--- config.mk ---
export PLATFORM = sky130hd
export DESIGN_NAME = spi_master_serial_port_top
export DESIGN_NICKNAME = d
export VERILOG_FILES = /design/src/rtl/ssp_pkg.sv /design/src/rtl/spi_master_serial_port_top.sv /design/src/rtl/ssp_front.sv /design/src/rtl/ssp_queue.sv /design/src/rtl/ssp_back.sv
export SDC_FILE = /design/constraint.sdc
export NUM_CORES = 1
export LEC_CHECK = 0
export BUFFER_PORTS_ARGS = -buffer_cell sky130_fd_sc_hd__buf_2
export CORE_ASPECT_RATIO = 0.7
export CORE_MARGIN = 2
export CORE_UTILIZATION = 50
export DETAILED_ROUTE_END_ITERATION = 10
export MAX_ROUTING_LAYER = met4
export PLACE_DENSITY = 0.63
export SYNTH_ARGS = -nofsm -noshare
export SYNTH_HDL_FRONTEND = slang
export SYNTH_SLANG_ARGS = --single-unit
--- constraint.sdc ---
create_clock -name clk -period 14.6 [get_ports clk]
set_input_delay 0 -clock clk [delete_from_list [all_inputs] [get_ports clk]]
set_output_delay 0 -clock clk [all_outputs]
set_load 0.01 [all_outputs]
--- src/rtl/ssp_pkg.sv ---
// Shared types and constants for the SPI master serial port.
`timescale 1ns / 1ps
package ssp_pkg;
    localparam logic [1:0] OP_TICK  = 2'd0;
    localparam logic [1:0] OP_READ  = 2'd1;
    localparam logic [1:0] OP_WRITE = 2'd2;

    localparam logic [2:0] SEL_DATA   = 3'd0;
    localparam logic [2:0] SEL_STATUS = 3'd1;
    localparam logic [2:0] SEL_RAW    = 3'd2;
    localparam logic [2:0] SEL_MASKED = 3'd3;
    localparam logic [2:0] SEL_CLEAR  = 3'd4;

    localparam logic [2:0] CFG_PRESCALE = 3'd0;
    localparam logic [2:0] CFG_RATE     = 3'd1;
    localparam logic [2:0] CFG_PHASE    = 3'd2;
    localparam logic [2:0] CFG_POLARITY = 3'd3;
    localparam logic [2:0] CFG_DSS      = 3'd4;
    localparam logic [2:0] CFG_LOOPBACK = 3'd5;
    localparam logic [2:0] CFG_ENABLE   = 3'd6;
    localparam logic [2:0] CFG_IMASK    = 3'd7;

    // Classified word handed from front to back
    typedef struct packed {
        logic        is_tick;
        logic        is_read;
        logic        is_write;
        logic [2:0]  sel;
        logic [15:0] wdata;
        logic        sin;
    } ssp_cmd_t;

    typedef struct packed {
        logic [15:0] read_data;
        logic        serial_clock;
        logic        serial_out;
        logic        frame_select_n;
        logic        interrupt_out;
        logic        busy_res;
    } ssp_res_t;
endpackage

--- src/rtl/spi_master_serial_port_top.sv ---
// Top level of the SPI master serial port.
`timescale 1ns / 1ps
// Usage:
// Each input word (op, reg_select, write_data, serial_in) is one peripheral
// tick, register read or register write. Push it while full is low. Each
// word yields exactly one result word (read_data and the serial pin levels),
// taken from the output queue with pop while empty is low.
// A two-entry command queue parts the decoder from the execution engine, and
// a two-entry result queue parts the engine from the receiver.
// Each word is registered in the command queue and executed by the engine, and
// its result is registered in the result queue, from which it is popped.
// Throughput: one word per cycle while the result queue is not full.
// When the receiver stops popping, the result queue fills, the engine stalls,
// then the command queue fills and full rises; nothing is lost.
// Configuration writes (cfg_we, cfg_index, cfg_data) take effect at once; the
// user must make them only while no word is in flight, which the block does not
// enforce. The bit period is registered in half_reg from prescale and rate.
// Reset clears FIFO counts, the shift engine, interrupt flags and registers
// to their defaults; FIFO payload storage is not cleared.
module spi_master_serial_port_top
    import ssp_pkg::*;
#(
    parameter int FIFO_DEPTH      = 8,
    parameter int TIMEOUT_PERIODS = 32
) (
    input  logic        clk,
    input  logic        rst_n,
    input  logic        cfg_we,
    input  logic [2:0]  cfg_index,
    input  logic [7:0]  cfg_data,
    input  logic        push,
    output logic        full,
    input  logic [1:0]  op,
    input  logic [2:0]  reg_select,
    input  logic [15:0] write_data,
    input  logic        serial_in,
    output logic        empty,
    input  logic        pop,
    output logic [15:0] read_data,
    output logic        serial_clock,
    output logic        serial_out,
    output logic        frame_select_n,
    output logic        interrupt_out,
    output logic        busy_res
);
    ssp_cmd_t cmd_in, cmd_q;
    ssp_res_t res, res_q;
    logic     cmd_empty, cmd_take, res_full, res_push;

    ssp_front u_front (
        .op(op), .reg_select(reg_select), .write_data(write_data),
        .serial_in(serial_in), .cmd(cmd_in)
    );

    ssp_queue #(.WIDTH($bits(ssp_cmd_t))) u_cmd_q (
        .clk(clk), .rst_n(rst_n), .push(push), .din(cmd_in), .full(full),
        .pop(cmd_take), .dout(cmd_q), .empty(cmd_empty)
    );

    ssp_back #(.FIFO_DEPTH(FIFO_DEPTH), .TIMEOUT_PERIODS(TIMEOUT_PERIODS)) u_back (
        .clk(clk), .rst_n(rst_n), .cfg_we(cfg_we), .cfg_index(cfg_index),
        .cfg_data(cfg_data), .cmd_valid(!cmd_empty), .cmd(cmd_q),
        .cmd_take(cmd_take), .res_full(res_full), .res_push(res_push), .res(res)
    );

    ssp_queue #(.WIDTH($bits(ssp_res_t))) u_res_q (
        .clk(clk), .rst_n(rst_n), .push(res_push), .din(res), .full(res_full),
        .pop(pop), .dout(res_q), .empty(empty)
    );

    assign read_data      = res_q.read_data;
    assign serial_clock   = res_q.serial_clock;
    assign serial_out     = res_q.serial_out;
    assign frame_select_n = res_q.frame_select_n;
    assign interrupt_out  = res_q.interrupt_out;
    assign busy_res       = res_q.busy_res;
endmodule

--- src/rtl/ssp_front.sv ---
// Front end: accepts input words, decodes them into commands for the queue.
`timescale 1ns / 1ps
module ssp_front
    import ssp_pkg::*;
(
    input  logic [1:0]  op,
    input  logic [2:0]  reg_select,
    input  logic [15:0] write_data,
    input  logic        serial_in,
    output ssp_cmd_t    cmd
);
    // Decode the operation code
    always_comb
    begin
        cmd.is_tick  = (op == OP_TICK);
        cmd.is_read  = (op == OP_READ);
        cmd.is_write = (op == OP_WRITE);
        cmd.sel      = reg_select;
        cmd.wdata    = write_data;
        cmd.sin      = serial_in;
    end
endmodule

--- src/rtl/ssp_queue.sv ---
// Two-entry register queue used between stages.
`timescale 1ns / 1ps
module ssp_queue #(
    parameter int WIDTH = 8
) (
    input  logic             clk,
    input  logic             rst_n,
    input  logic             push,
    input  logic [WIDTH-1:0] din,
    output logic             full,
    input  logic             pop,
    output logic [WIDTH-1:0] dout,
    output logic             empty
);
    logic [WIDTH-1:0] slot_reg [2];
    logic             rd_ptr_reg, wr_ptr_reg;
    logic [1:0]       count_reg;
    logic             do_push, do_pop;

    assign full    = (count_reg == 2'd2);
    assign empty   = (count_reg == 2'd0);
    assign do_push = push && !full;
    assign do_pop  = pop && !empty;
    assign dout    = slot_reg[rd_ptr_reg];

    // Store payload
    always_ff @(posedge clk)
    begin
        if (do_push)
        begin
            slot_reg[wr_ptr_reg] <= din;
        end
    end

    // Advance pointers and count
    always_ff @(posedge clk or negedge rst_n)
    begin
        if (!rst_n)
        begin
            rd_ptr_reg <= 1'b0;
            wr_ptr_reg <= 1'b0;
            count_reg  <= 2'd0;
        end
        else
        begin
            if (do_push) wr_ptr_reg <= !wr_ptr_reg;
            if (do_pop)  rd_ptr_reg <= !rd_ptr_reg;
            count_reg <= count_reg + {1'b0, do_push} - {1'b0, do_pop};
        end
    end
endmodule

--- src/rtl/ssp_back.sv ---
// Back end: executes ticks, register reads and writes; one command per cycle while the result queue is not full.
`timescale 1ns / 1ps
module ssp_back
    import ssp_pkg::*;
#(
    parameter int FIFO_DEPTH      = 8,
    parameter int TIMEOUT_PERIODS = 32
) (
    input  logic        clk,
    input  logic        rst_n,
    input  logic        cfg_we,
    input  logic [2:0]  cfg_index,
    input  logic [7:0]  cfg_data,
    input  logic        cmd_valid,
    input  ssp_cmd_t    cmd,
    output logic        cmd_take,
    input  logic        res_full,
    output logic        res_push,
    output ssp_res_t    res
);
    localparam int PW = (FIFO_DEPTH > 1) ? $clog2(FIFO_DEPTH) : 1;
    localparam int CW = $clog2(FIFO_DEPTH + 1);
    localparam int TW = $clog2(TIMEOUT_PERIODS + 1);
    localparam logic [CW-1:0] DEPTH_C = CW'(FIFO_DEPTH);
    localparam logic [CW-1:0] HALF_C  = CW'(FIFO_DEPTH / 2);
    localparam logic [TW-1:0] TMO_C   = TW'(TIMEOUT_PERIODS);

    // Configuration registers
    logic [7:0] prescale_reg, rate_reg;
    logic       phase_reg, polarity_reg, loop_reg, enable_reg;
    logic [3:0] dss_reg, imask_reg;

    // Engine state
    logic [15:0]   txf_reg [FIFO_DEPTH];
    logic [15:0]   rxf_reg [FIFO_DEPTH];
    logic [CW-1:0] tx_cnt_reg, rx_cnt_reg, tx_cnt_next, rx_cnt_next;
    logic [PW-1:0] tx_head_reg, rx_head_reg, tx_head_next, rx_head_next;
    logic [15:0]   shift_reg, shift_next;
    logic [4:0]    bit_cnt_reg, bit_cnt_next;
    logic [15:0]   pre_cnt_reg, pre_cnt_next;
    logic [1:0]    flags_reg, flags_next;
    logic [TW-1:0] idle_reg, idle_next;
    logic          sample_reg, sample_next;
    logic          tx_we, rx_we;
    logic [PW-1:0] tx_waddr, rx_waddr;
    logic [15:0]   rx_wdata;

    // Half period: max(prescale/2, 1)*(rate+1), registered since config is static
    logic [6:0]  pre_half;
    logic [15:0] half_reg, period;
    assign pre_half = (prescale_reg[7:1] == 7'd0) ? 7'd1 : prescale_reg[7:1];
    assign period   = {half_reg[14:0], 1'b0};

    logic [4:0] wlen;
    assign wlen = (dss_reg < 4'd3) ? 5'd4 : ({1'b0, dss_reg} + 5'd1);

    function automatic logic [PW-1:0] wrap(input logic [PW:0] i);
        logic [PW:0] r;
        r = (i >= (PW+1)'(FIFO_DEPTH)) ? i - (PW+1)'(FIFO_DEPTH) : i;
        return r[PW-1:0];
    endfunction

    function automatic logic outbit(input logic [15:0] s, input logic [4:0] l);
        logic [15:0] t;
        t = s >> (l - 5'd1);
        return t[0];
    endfunction

    assign cmd_take = cmd_valid && !res_full;

    always_ff @(posedge clk or negedge rst_n)
    begin
        if (!rst_n)
        begin
            prescale_reg <= 8'd2;
            rate_reg     <= 8'd0;
            phase_reg    <= 1'b0;
            polarity_reg <= 1'b0;
            dss_reg      <= 4'd7;
            loop_reg     <= 1'b0;
            enable_reg   <= 1'b0;
            imask_reg    <= 4'd0;
            half_reg     <= 16'd1;
        end
        else
        begin
            half_reg <= {9'd0, pre_half} * ({8'd0, rate_reg} + 16'd1);
            if (cfg_we)
            begin
                unique case (cfg_index)
                    CFG_PRESCALE: prescale_reg <= cfg_data;
                    CFG_RATE:     rate_reg     <= cfg_data;
                    CFG_PHASE:    phase_reg    <= cfg_data[0];
                    CFG_POLARITY: polarity_reg <= cfg_data[0];
                    CFG_DSS:      dss_reg      <= cfg_data[3:0];
                    CFG_LOOPBACK: loop_reg     <= cfg_data[0];
                    CFG_ENABLE:   enable_reg   <= cfg_data[0];
                    CFG_IMASK:    imask_reg    <= cfg_data[3:0];
                    default: ;
                endcase
            end
        end
    end

    // Execute one command
    logic [15:0] rdata;
    logic [3:0]  raw_i;
    logic        word_done;
    always_comb
    begin
        tx_cnt_next  = tx_cnt_reg;
        rx_cnt_next  = rx_cnt_reg;
        tx_head_next = tx_head_reg;
        rx_head_next = rx_head_reg;
        shift_next   = shift_reg;
        bit_cnt_next = bit_cnt_reg;
        pre_cnt_next = pre_cnt_reg;
        flags_next   = flags_reg;
        idle_next    = idle_reg;
        sample_next  = sample_reg;
        tx_we        = 1'b0;
        rx_we        = 1'b0;
        tx_waddr     = wrap({1'b0, tx_head_reg} + (PW+1)'(tx_cnt_reg));
        rx_waddr     = wrap({1'b0, rx_head_reg} + (PW+1)'(rx_cnt_reg));
        rx_wdata     = shift_reg;
        rdata        = 16'd0;
        word_done    = 1'b0;
        if (cmd.is_tick && enable_reg)
        begin
            if (bit_cnt_reg == 5'd0)
            begin
                if (tx_cnt_reg != '0)
                begin
                    shift_next   = txf_reg[tx_head_reg];
                    tx_head_next = wrap({1'b0, tx_head_reg} + 1'b1);
                    tx_cnt_next  = tx_cnt_reg - 1'b1;
                    bit_cnt_next = wlen;
                    pre_cnt_next = '0;
                    sample_next  = 1'b0;
                end
            end
            else
            begin
                pre_cnt_next = pre_cnt_reg + 16'd1;
                if (pre_cnt_next >= period)
                begin
                    pre_cnt_next = '0;
                    shift_next   = {shift_reg[14:0], sample_reg};
                    bit_cnt_next = bit_cnt_reg - 5'd1;
                    if (bit_cnt_next == 5'd0)
                    begin
                        word_done = 1'b1;
                        rx_wdata  = shift_next & 16'((17'd1 << wlen) - 17'd1);
                        if (rx_cnt_reg >= DEPTH_C)
                            flags_next[0] = 1'b1;
                        else
                        begin
                            rx_we       = 1'b1;
                            rx_cnt_next = rx_cnt_reg + 1'b1;
                        end
                        idle_next = '0;
                        if (tx_cnt_reg != '0)
                        begin
                            shift_next   = txf_reg[tx_head_reg];
                            tx_head_next = wrap({1'b0, tx_head_reg} + 1'b1);
                            tx_cnt_next  = tx_cnt_reg - 1'b1;
                            bit_cnt_next = wlen;
                            pre_cnt_next = '0;
                            sample_next  = 1'b0;
                        end
                    end
                end
                else if (pre_cnt_next == half_reg)
                begin
                    sample_next = loop_reg ? outbit(shift_reg, wlen) : cmd.sin;
                end
            end
            if (bit_cnt_next == 5'd0)
            begin
                if (rx_cnt_next == '0)
                begin
                    idle_next    = '0;
                    pre_cnt_next = '0;
                end
                else
                begin
                    pre_cnt_next = pre_cnt_next + 16'd1;
                    if (pre_cnt_next >= period)
                    begin
                        pre_cnt_next = '0;
                        if (idle_next < TMO_C) idle_next = idle_next + 1'b1;
                        if (idle_next >= TMO_C) flags_next[1] = 1'b1;
                    end
                end
            end
        end
        else if (cmd.is_read)
        begin
            case (cmd.sel)
                SEL_DATA:
                begin
                    if (rx_cnt_reg != '0)
                    begin
                        rdata        = rxf_reg[rx_head_reg];
                        rx_head_next = wrap({1'b0, rx_head_reg} + 1'b1);
                        rx_cnt_next  = rx_cnt_reg - 1'b1;
                        idle_next    = '0;
                        if (bit_cnt_reg == 5'd0) pre_cnt_next = '0;
                    end
                end
                SEL_STATUS:
                    rdata = {11'd0, (bit_cnt_reg != 5'd0) || (tx_cnt_reg != '0),
                             rx_cnt_reg >= DEPTH_C, rx_cnt_reg != '0,
                             tx_cnt_reg < DEPTH_C, tx_cnt_reg == '0};
                SEL_RAW:
                    rdata = {12'd0, tx_cnt_reg <= HALF_C, rx_cnt_reg >= HALF_C, flags_reg};
                SEL_MASKED:
                    rdata = {12'd0, imask_reg & {tx_cnt_reg <= HALF_C,
                                                 rx_cnt_reg >= HALF_C, flags_reg}};
                default: ;
            endcase
        end
        else if (cmd.is_write)
        begin
            if (cmd.sel == SEL_DATA)
            begin
                if (tx_cnt_reg < DEPTH_C)
                begin
                    tx_we       = 1'b1;
                    tx_cnt_next = tx_cnt_reg + 1'b1;
                end
            end
            else if (cmd.sel == SEL_CLEAR)
            begin
                flags_next = flags_reg & ~cmd.wdata[1:0];
            end
        end
        raw_i = {tx_cnt_next <= HALF_C, rx_cnt_next >= HALF_C, flags_next};
    end

    // Hold FIFO payloads
    always_ff @(posedge clk)
    begin
        if (cmd_take && tx_we) txf_reg[tx_waddr] <= cmd.wdata;
        if (cmd_take && rx_we) rxf_reg[rx_waddr] <= rx_wdata;
    end

    // Advance engine state
    always_ff @(posedge clk or negedge rst_n)
    begin
        if (!rst_n)
        begin
            tx_cnt_reg  <= '0;
            rx_cnt_reg  <= '0;
            tx_head_reg <= '0;
            rx_head_reg <= '0;
            shift_reg   <= '0;
            bit_cnt_reg <= '0;
            pre_cnt_reg <= '0;
            flags_reg   <= '0;
            idle_reg    <= '0;
            sample_reg  <= 1'b0;
        end
        else if (cmd_take)
        begin
            tx_cnt_reg  <= tx_cnt_next;
            rx_cnt_reg  <= rx_cnt_next;
            tx_head_reg <= tx_head_next;
            rx_head_reg <= rx_head_next;
            shift_reg   <= shift_next;
            bit_cnt_reg <= bit_cnt_next;
            pre_cnt_reg <= pre_cnt_next;
            flags_reg   <= flags_next;
            idle_reg    <= idle_next;
            sample_reg  <= sample_next;
        end
    end

    // Form the result word from the post-command state
    logic active;
    always_comb
    begin
        active             = phase_reg ? (pre_cnt_next < half_reg)
                                       : (pre_cnt_next >= half_reg);
        res.read_data      = rdata;
        res.serial_clock   = polarity_reg;
        res.serial_out     = 1'b0;
        res.frame_select_n = 1'b1;
        if (enable_reg && bit_cnt_next != 5'd0)
        begin
            res.serial_clock   = polarity_reg ^ active;
            res.serial_out     = outbit(shift_next, wlen);
            res.frame_select_n = 1'b0;
        end
        res.interrupt_out = |(raw_i & imask_reg);
        res.busy_res      = (bit_cnt_next != 5'd0) || (tx_cnt_next != '0);
    end

    assign res_push = cmd_take;
endmodule
==> results_dict.tcl, run 1 <==
set metrics [dict create \
    postLayoutCoreUtil_pct 56.6 \
    syn_avg_cell_area_um2 12.5 \
    synth-seq-cells 455 \
    finalSetupViolCount 0 \
    path_class "reg2reg" \
    synth_mux_area_share_pct 10.9 \
    htree_num_levels 2 \
    grt_pass1_wl_um 100000 \
    fin_crit_ns 10.40 \
    arrival_ns 10.74 \
    die_h_um 190 \
    clock-sinks 455 \
    grt_start_max_net_pins 62 \
    worstHoldPathType "in2async" \
    synth_fa_ha_area_share_pct 8.25 \
    start_util_pct 50.4 \
    max_freq_mhz 96.2 \
    crit_start "u_back.pre_cnt_reg[0]" \
    max_stage_delay_ns 0.69 \
    post_cts_buffers 0 \
    ios 61 \
    synth_compound_area_share_pct 10.2 \
    synth_edf_count 344 \
    routedWlPerCell_um 23.2 \
    vias 16800 \
    crit_top_cell "ha_1" \
    synth_flop_cell "edfxtp_1" \
    area.growth.synth_to_final_pct 12.2 \
    power_leakage_nw 10.6 \
    period_share_pct 71.2 \
    rsz0062_at_grt "no" \
    drc_errors 0 \
    crit_required_ns 14.94 \
    cp-end-kind "flip-flop" \
    tritoncts "done" \
    clkSlewWorstSetupHoldPaths_ns 0.07 \
    crit_path_top_delay_cell "dfrtp_1" \
    routed_wl_um 64600 \
    first_global_vias 16400 \
    drtIter0Drc 1735 \
    antenna_found_initial 1 \
    synthCells 1992 \
    ys_async_sr_fraction_pct 24.4 \
    setup_ws_ns 4.20 \
    worst_setup_path_start_kind "flip-flop" \
    synthXorXnorAreaFrac_pct 3.14 \
    viasPerCell 6.04 \
    slew_headroom_pct 18.0 \
    first_pass_iters 5 \
    drive_gt1_share_pct 16.4 \
    yosysWarnings 0 \
    ant_nets 0 \
    insertion_delay_ns 0.60 \
    status "complete, no violations" \
    maxSlewViolCount 0 \
    netlist-cell-type-count 100 \
    cts.path.max_buffers 3 \
    synthesis.area_um2 24800 \
    final_nets 2265 \
    final-hold-violation-count 0 \
    core_um2 49200 \
    worstRegToRegCells 36 \
    syn_nets 2172 \
    final_area_um2 27800 \
    grt_usage_pct 26.2 \
    gp_congestion 0.968 \
    root_buffer "clkbuf_16" \
    yosysSeqAreaShare_pct 52.9 \
    synth-simple-area-share_pct 11.4 \
    powerDensity_nw_per_um2 196 \
    crit_fanout 16 \
    port_buffers 60 \
    ir_drop_v 0.000119 \
    dp_hpwl_um 45900 \
    die_area_um2 51400 \
    fin_worst_skew_ns 0.0346 \
    worstReg2RegStart "u_back.pre_cnt_reg[0]" \
    placed_area_um2 25900 \
    die_w_um 270 \
    tightestPinTransition_ns 1.22 \
    pre_cts_ws_ns 4.57 \
    core.rowCount 68 \
    numCtsBuffers 46 \
    maxCapViolations 0 \
    overflow 0 \
    fin_tns_setup_ns 0 \
    synth_top_family_by_area "simple AND/OR/NAND/NOR gates" \
]
==> power by group <==
part | internal [W] | switching (W) | total, W
clock | 0.000720 | 0.000518 | 0.00124
combinational | 0.000927 | 0.00141 | 0.00233
sequential | 0.00170 | 0.000193 | 0.00190
==> synthesized netlist by cell type (36+ instances only) <==
master      n  area share, %
mux2_2     76            3.5
nor2_1    126            1.9
nand3_1    42           0.85
and2_1     36           0.91
clkbuf_1   56           0.85
ha_1      106            5.3
edfxtp_1  344             42
a21oi_1    38           0.77
nand2_1   198            3.0
o21ai_0    69            1.4
fa_1       36            2.9
mux4_2     52            4.7
inv_1      99            1.5
xnor2_1    65            2.3
dfrtp_1   106             11
mux2i_1    66            2.7
==> critical path: cells and delay by family, from the launching register on <==
| kind | cells | cell delay, ns |
|---|---|---|
| flops | 1 | 0.69 |
| buf+inv | 1 | 0.07 |
| fa+ha+maj | 5 | 1.65 |
| simple gates | 13 | 3.84 |
| compound gates | 14 | 3.27 |
| xor+xnor | 3 | 0.64 |
==> kinds of logic (layout without fill, tap and decap cells) <==
logic type / count (synthesis) / after routing
mux: 195 / 195
compound gates: 344 / 344
simple gates: 575 / 575
xor+xnor: 89 / 89
flops: 455 / 455
other cells: 0 / 1
buf+inv: 192 / 317
fa+ha+maj: 142 / 142
==> path summary, 6_finish.rpt <==
path / endpoint / slack (ns)
min: u_back.half_reg[15] / 0.05
min reg2reg: u_cmd_q.count_reg[1] / 0.50
max in group asynchronous: u_back.tx_head_reg[1] / 13.19
min in group clk: u_cmd_q.slot_reg[1][4] / 0.13
max: u_res_q.slot_reg[0][4] / 4.20
max reg2reg: u_res_q.slot_reg[0][4] / 4.20
==> metal layers <==
layer	part of all wire [%]	up-vias	GRT usage (%)
met1	47	8460	38.8
met3	7.6	73	4.66
met5	0	-	-
met4	1.4	0	4.87
met2	44	642	38.3
li1	-	7622	-
==> cells in the final DEF (no fill, tap or decap), types with 38 or more instances in the layout <==
cell type,n
nor2_1,124
mux4_2,52
buf_4,41
dlygate4sd3_1,38
nand3_1,42
clkbuf_16,46
buf_2,59
mux2i_1,66
edfxtp_1,344
o21ai_0,69
nand2_1,198
mux2_2,76
ha_1,106
a21oi_1,38
inv_1,99
dfrtp_1,104
xnor2_1,65
==> layout make-up <==
type	instances	area, um2
Fill cell	4120	21300
Sequential cell	455	13100
Multi-Input combinational cell	1345	11000
Clock buffer	57	1210
Timing Repair Buffer	138	983
Tap cell	665	832
Inverter	99	372
Clock inverter	23	354
Antenna cell	1	2.50
==> per-stage QoR <==
| step | power [W] | std cells | hold WS [ns] |
|---|---|---|---|
| final | 0.00547 | 2783 | 0.0460 |
| after global routing | 0.00583 | 2783 | 0.118 |
| after CTS | 0.00548 | 2782 | 0.0786 |
| after detailed placement | 0.00423 | 2664 | 0.156 |
| after global placement | 0.00418 | 2664 | 0.145 |
| after floorplan | 0.00355 | 1992 | -0.296 |
==> repair_timing <==
item                                   4_1_cts  5_1_grt
hold buffers                                38        0
endpoints found under the hold margin      136        0
resized for setup                            0        0
Note: power is estimated with default switching activity, not from simulation.
==> inputs of run 2 (changes only) <==
- PLACE_DENSITY: 0.63 -> 0.66
- clock period: 14.6 -> 8.56 ns (I/O delays scaled with it)
==> results_dict.tcl, run 2 (synthesized netlist as in run 1, its figures left out) <==
set metrics [dict create \
    rsz0062_at_grt "no" \
    dp_hpwl_um 47600 \
    tightestPinTransition_ns 1.18 \
    routed_wl_um 67200 \
    die_area_um2 51400 \
    crit_fanout 8 \
    grt_usage_pct 27.1 \
    final_nets 2292 \
    ir_drop_v 0.000209 \
    vias 17100 \
    port_buffers 60 \
    dp.cells 2692 \
    max_stage_delay_ns 0.46 \
    root_buffer "clkbuf_16" \
    critPathTopFamily "compound AO/OA/AOI/OAI gates" \
    fin_crit_ns 8.05 \
    worst_setup_path_start_kind "flip-flop" \
    core.rowCount 68 \
    layout_commonest_cell "edfxtp_1" \
    status "finished, violations left" \
    critical_path_buf_inv_count 3 \
    final_cells 2812 \
    numCtsBuffers 44 \
    finalSetupViolCount 0 \
    ios 61 \
    period_share_pct 94.1 \
    drive_gt1_share_pct 18.4 \
    maxSlewViolCount 0 \
    clkSlewWorstSetupHoldPaths_ns 0.07 \
    die_h_um 190 \
    hold_ws_ns -0.00821 \
    grt_pass1_wl_um 103000 \
    crit_required_ns 8.88 \
    layout_common_cells "edfxtp_1, nand2_1, nor2_1" \
    grt_start_max_net_pins 66 \
    ff_latch_area_um2 13100 \
    first_global_vias 16800 \
    overflow 0 \
    failed_checks "hold timing" \
    worstHoldPathType "in2async" \
    cp-end-kind "flip-flop" \
    worstReg2RegStart "u_back.pre_cnt_reg[1]" \
    arrival_ns 8.37 \
    htree_num_levels 2 \
    drtIter0Drc 1955 \
    diodes 0 \
    path_class "reg2reg" \
    fin_worst_skew_ns 0.0201 \
    routedWlPerCell_um 23.9 \
    core_um2 49200 \
    drc_errors 0 \
    antenna_found_initial 0 \
    slew_headroom_pct 21.0 \
    worstRegToRegCells 36 \
    clock-sinks 455 \
    first_pass_iters 6 \
    area.growth.synth_to_final_pct 13.5 \
    insertion_delay_ns 0.59 \
    power_leakage_nw 10.8 \
    final-hold-violation-count 3 \
    r2r_end "u_res_q.slot_reg[1][4]" \
    max_freq_mhz 124 \
    gp_congestion 0.978 \
    cts.path.max_buffers 3 \
    multi_input_area_um2 11000 \
    fillers 4074 \
    maxCapViolations 0 \
    viasPerCell 6.09 \
    r2r_setup_slack_ns 0.51 \
    tritoncts "done" \
    fin_tns_setup_ns 0 \
    start_util_pct 50.4 \
    die_w_um 270 \
    crit_path_top_delay_cell "dfrtp_2" \
    ant_nets 0 \
    powerDensity_nw_per_um2 337 \
]
run 2: changes by cell type in the layout (fill, tap and decap cells not counted), moves of 2 or more:
cell	delta
buf_4	+29
clkbuf_1	-8
clkinv_2	+5
inv_6	+3
bufinv_16	+2
clkbuf_16	-2
dfrtp_1	-2
dfrtp_2	+2
run 2: area by class of cell:
type                    count  share of cell area, %
flip-flops and latches    455                   46.6
well taps                 665                   2.96
inverters                  99                   1.32
clock inverters            33                   1.66
multi-input cells        1345                   39.1
repair buffers            167                   4.27
clock buffers              48                   4.07
run 2: how the worst max path moves through the flow:
stage | startpoint | to | slack, ns | depth (start not counted)
after CTS | u_back.pre_cnt_reg[1] | u_res_q.slot_reg[1][4] | 0.12 | 36
after floorplan | u_back.pre_cnt_reg[1] | u_res_q.slot_reg[0][4] | 0.96 | 38
after global placement | u_back.pre_cnt_reg[3] | u_res_q.slot_reg[0][4] | 0.31 | 33
after global routing | u_back.pre_cnt_reg[1] | u_res_q.slot_reg[0][4] | 0.008 | 36
after detailed placement | u_back.pre_cnt_reg[1] | u_res_q.slot_reg[0][4] | 0.19 | 36
final | u_back.pre_cnt_reg[1] | u_res_q.slot_reg[1][4] | 0.51 | 36
run 2: metrics by stage:
step / worst slack [ns] / utilization, % / area, um2 / hold WS (ns) / power [W]
2_1_floorplan: 0.957 / - / 24800 / -0.296 / 0.00606
3_3_place_gp: 0.309 / 53.1 / 26100 / 0.0909 / 0.00722
3_5_place_dp: 0.193 / 53.1 / 26100 / 0.0936 / 0.00732
4_1_cts: 0.119 / 57.1 / 28100 / 0.00239 / 0.00950
5_1_grt: 0.00812 / 57.3 / 28200 / 0.0588 / 0.0101
6_report: 0.509 / 57.3 / 28200 / -0.00821 / 0.00950
run 2: per-layer routing:
metal	share of wire [%]	GRT usage (%)	vias to the layer above
li1	-	-	7698
met2	43	38.7	720
met5	0	-	-
met4	2.2	7.16	0
met1	47	40.3	8593
met3	7.8	4.51	104
run 2: power by group:
| part | internal (W) | switching, W | total (W) |
|---|---|---|---|
| clock network | 0.00126 | 0.000893 | 0.00215 |
| registers | 0.00290 | 0.000324 | 0.00323 |
| logic | 0.00162 | 0.00249 | 0.00411 |
run 2: what timing repair did:
| action | in CTS | in global routing |
|---|---|---|
| resized for setup | 0 | 11 |
| setup buffers | 0 | 1 |
| hold buffers | 38 | 0 |
| endpoints found under the hold margin | 122 | 0 |
| endpoints found under the setup margin | 0 | 2 |
==> inputs of run 3 (changes only) <==
- ABC_AREA: unset -> 1
==> results_dict.tcl, run 3 <==
set metrics [dict create \
    insertion_delay_ns 0.61 \
    fin_crit_ns 7.31 \
    netSwitchingFraction_pct 47.5 \
    root_buffer "clkbuf_16" \
    tightestPinTransition_ns 1.25 \
    failed_checks "hold timing" \
    synthTopCellsByArea "edfxtp_1, nand2_1, dfrtp_1" \
    finalSetupViolCount 0 \
    diodes 0 \
    fin_tns_setup_ns 0 \
    crit_path_top_delay_cell "dfrtp_1" \
    final-hold-violation-count 1 \
    syn_nets 3114 \
    grt_pass1_wl_um 113000 \
    grt_start_max_net_pins 68 \
    powerDensity_nw_per_um2 385 \
    period_share_pct 85.4 \
    die_area_um2 53800 \
    power_leakage_nw 12.5 \
    viasPerCell 5.70 \
    crit_fanout 15 \
    slew_headroom_pct 15.7 \
    synth.most_common_cell "nand2_1" \
    drtIter0Drc 2460 \
    final_cells 3714 \
    synth_top_area_share_pct 39.8 \
    rsz0062_at_grt "no" \
    pre_cts_ws_ns 1.36 \
    core.rowCount 69 \
    clkSlewWorstSetupHoldPaths_ns 0.07 \
    ir_drop_v 0.000313 \
    htree_num_levels 2 \
    routed_wl_um 72800 \
    ys_async_sr_fraction_pct 24.4 \
    synth-seq-cells 455 \
    core_um2 51000 \
    fin_worst_skew_ns 0.0317 \
    yosysWarnings 0 \
    p_clk_share_pct 18.4 \
    yosysSeqAreaShare_pct 50.5 \
    cp-end-kind "flip-flop" \
    crit_start "u_back.pre_cnt_reg[0]" \
    dp_hpwl_um 51400 \
    max_stage_delay_ns 0.54 \
    clock-sinks 455 \
    die_w_um 276 \
    synth_top_area_cell "edfxtp_1" \
    ant_nets 0 \
    vias 21200 \
    numCtsBuffers 45 \
    gp_congestion 0.970 \
    arrival_ns 7.64 \
    netlist_top_cells_count "nand2_1, edfxtp_1, nor2_1" \
    crit_required_ns 8.89 \
    switchingPower_w 0.00526 \
    area.growth.synth_to_final_pct 11.1 \
    dp.cells 3588 \
    hold_ws_ns -0.00121 \
    synthesis.area_um2 25900 \
    synth_edf_count 344 \
    overflow 0 \
    cts.path.max_buffers 3 \
    maxCapViolations 0 \
    layout_commonest_cell "nand2_1" \
    setup_ws_ns 1.25 \
    synthCells 2934 \
    p_int_w 0.00582 \
    p_comb_share_pct 51.7 \
    tritoncts "done" \
    maxSlewViolCount 0 \
    first_global_vias 19900 \
    layout_common_cells "nand2_1, edfxtp_1, inv_1" \
    seq_power_share_pct 29.9 \
    max_freq_mhz 137 \
    worst_setup_path_start_kind "flip-flop" \
    worstHoldPathType "in2async" \
    synth_flop_cell "edfxtp_1" \
    grt_usage_pct 27.9 \
    ios 61 \
    crit_top_cell "nand2_1" \
    final_nets 3185 \
    postLayoutCoreUtil_pct 56.5 \
    antenna_found_initial 0 \
    worstReg2RegStart "u_back.pre_cnt_reg[0]" \
    path_class "reg2reg" \
    start_util_pct 50.8 \
    netlist-cell-type-count 57 \
    die_h_um 195 \
    routedWlPerCell_um 19.6 \
    first_pass_iters 6 \
    post_cts_resized 0 \
    port_buffers 60 \
    status "finished, violations left" \
    worstRegToRegCells 41 \
    drc_errors 0 \
    syn_avg_cell_area_um2 8.84 \
    drive_gt1_share_pct 8.32 \
]
==> run 3: worst max-delay path, delay by kind of cell, from the launching register on <==
kind            cells  cell delay (ns)
simple gates       27             3.75
compound gates      7             1.52
fa+ha+maj           4             1.08
buf+inv             3             0.13
flops               1             0.54
==> run 3: through the flow <==
step,area [um2],total power (W)
global placement,26900,0.00883
CTS,28800,0.0110
global route,28800,0.0119
floorplan,25900,0.00726
detailed placement,26900,0.00893
finish,28800,0.0111
==> run 3: path summary, 6_finish.rpt <==
path	endpoint	slack, ns
min	u_back.half_reg[15]	-0.001
max	u_res_q.slot_reg[1][4]	1.25
max in group asynchronous	u_back.tx_head_reg[0]	7.16
min in group clk	u_cmd_q.slot_reg[0][5]	0.13
max reg2reg	u_res_q.slot_reg[1][4]	1.25
min reg2reg	u_back.idle_reg[0]	0.48
==> run 3: cells by family (layout without fill, tap and decap cells) <==
kind of cell / Yosys count / after routing / share of synthesized area [%]
flops: 455 / 455 / 50.5
fa+ha+maj: 142 / 142 / 7.89
xor+xnor: 59 / 59 / 2.08
simple gates: 1443 / 1443 / 23.6
compound gates: 402 / 402 / 8.89
mux: 11 / 11 / 0.429
buf+inv: 422 / 528 / 6.54
==> run 3: area by class of cell <==
cell class | count | area, um2
clock inverters | 16 | 259
fillers | 4512 | 22200
well taps | 674 | 843
multi-input cells | 2057 | 11200
inverters | 304 | 1140
repair buffers | 142 | 1030
flip-flops and latches | 455 | 13100
clock buffers | 66 | 1260
==> run 3: power by group through the flow <==
stage / logic [W] / registers [W] / clock network, W
2_1_floorplan: 0.00410 / 0.00315 / 0
6_report: 0.00573 / 0.00331 / 0.00204
3_5_place_dp: 0.00559 / 0.00334 / 0
4_1_cts: 0.00564 / 0.00329 / 0.00207
5_1_grt: 0.00638 / 0.00334 / 0.00216
3_3_place_gp: 0.00550 / 0.00333 / 0
==> run 3: what timing repair did <==
| item | in CTS | in global routing |
|---|---|---|
| setup buffers | 0 | 0 |
| hold endpoints to repair | 124 | 0 |
| hold buffers | 44 | 0 |
==> run 3: routing by layer <==
| layer | GRT usage (%) | vias to the layer above | part of all wire, % |
|---|---|---|---|
| met5 | - | - | 0 |
| met4 | 6.09 | 0 | 1.8 |
| met3 | 4.66 | 96 | 9.4 |
| met2 | 38.7 | 906 | 41 |
| met1 | 42.6 | 10200 | 48 |
| li1 | - | 9976 | - |
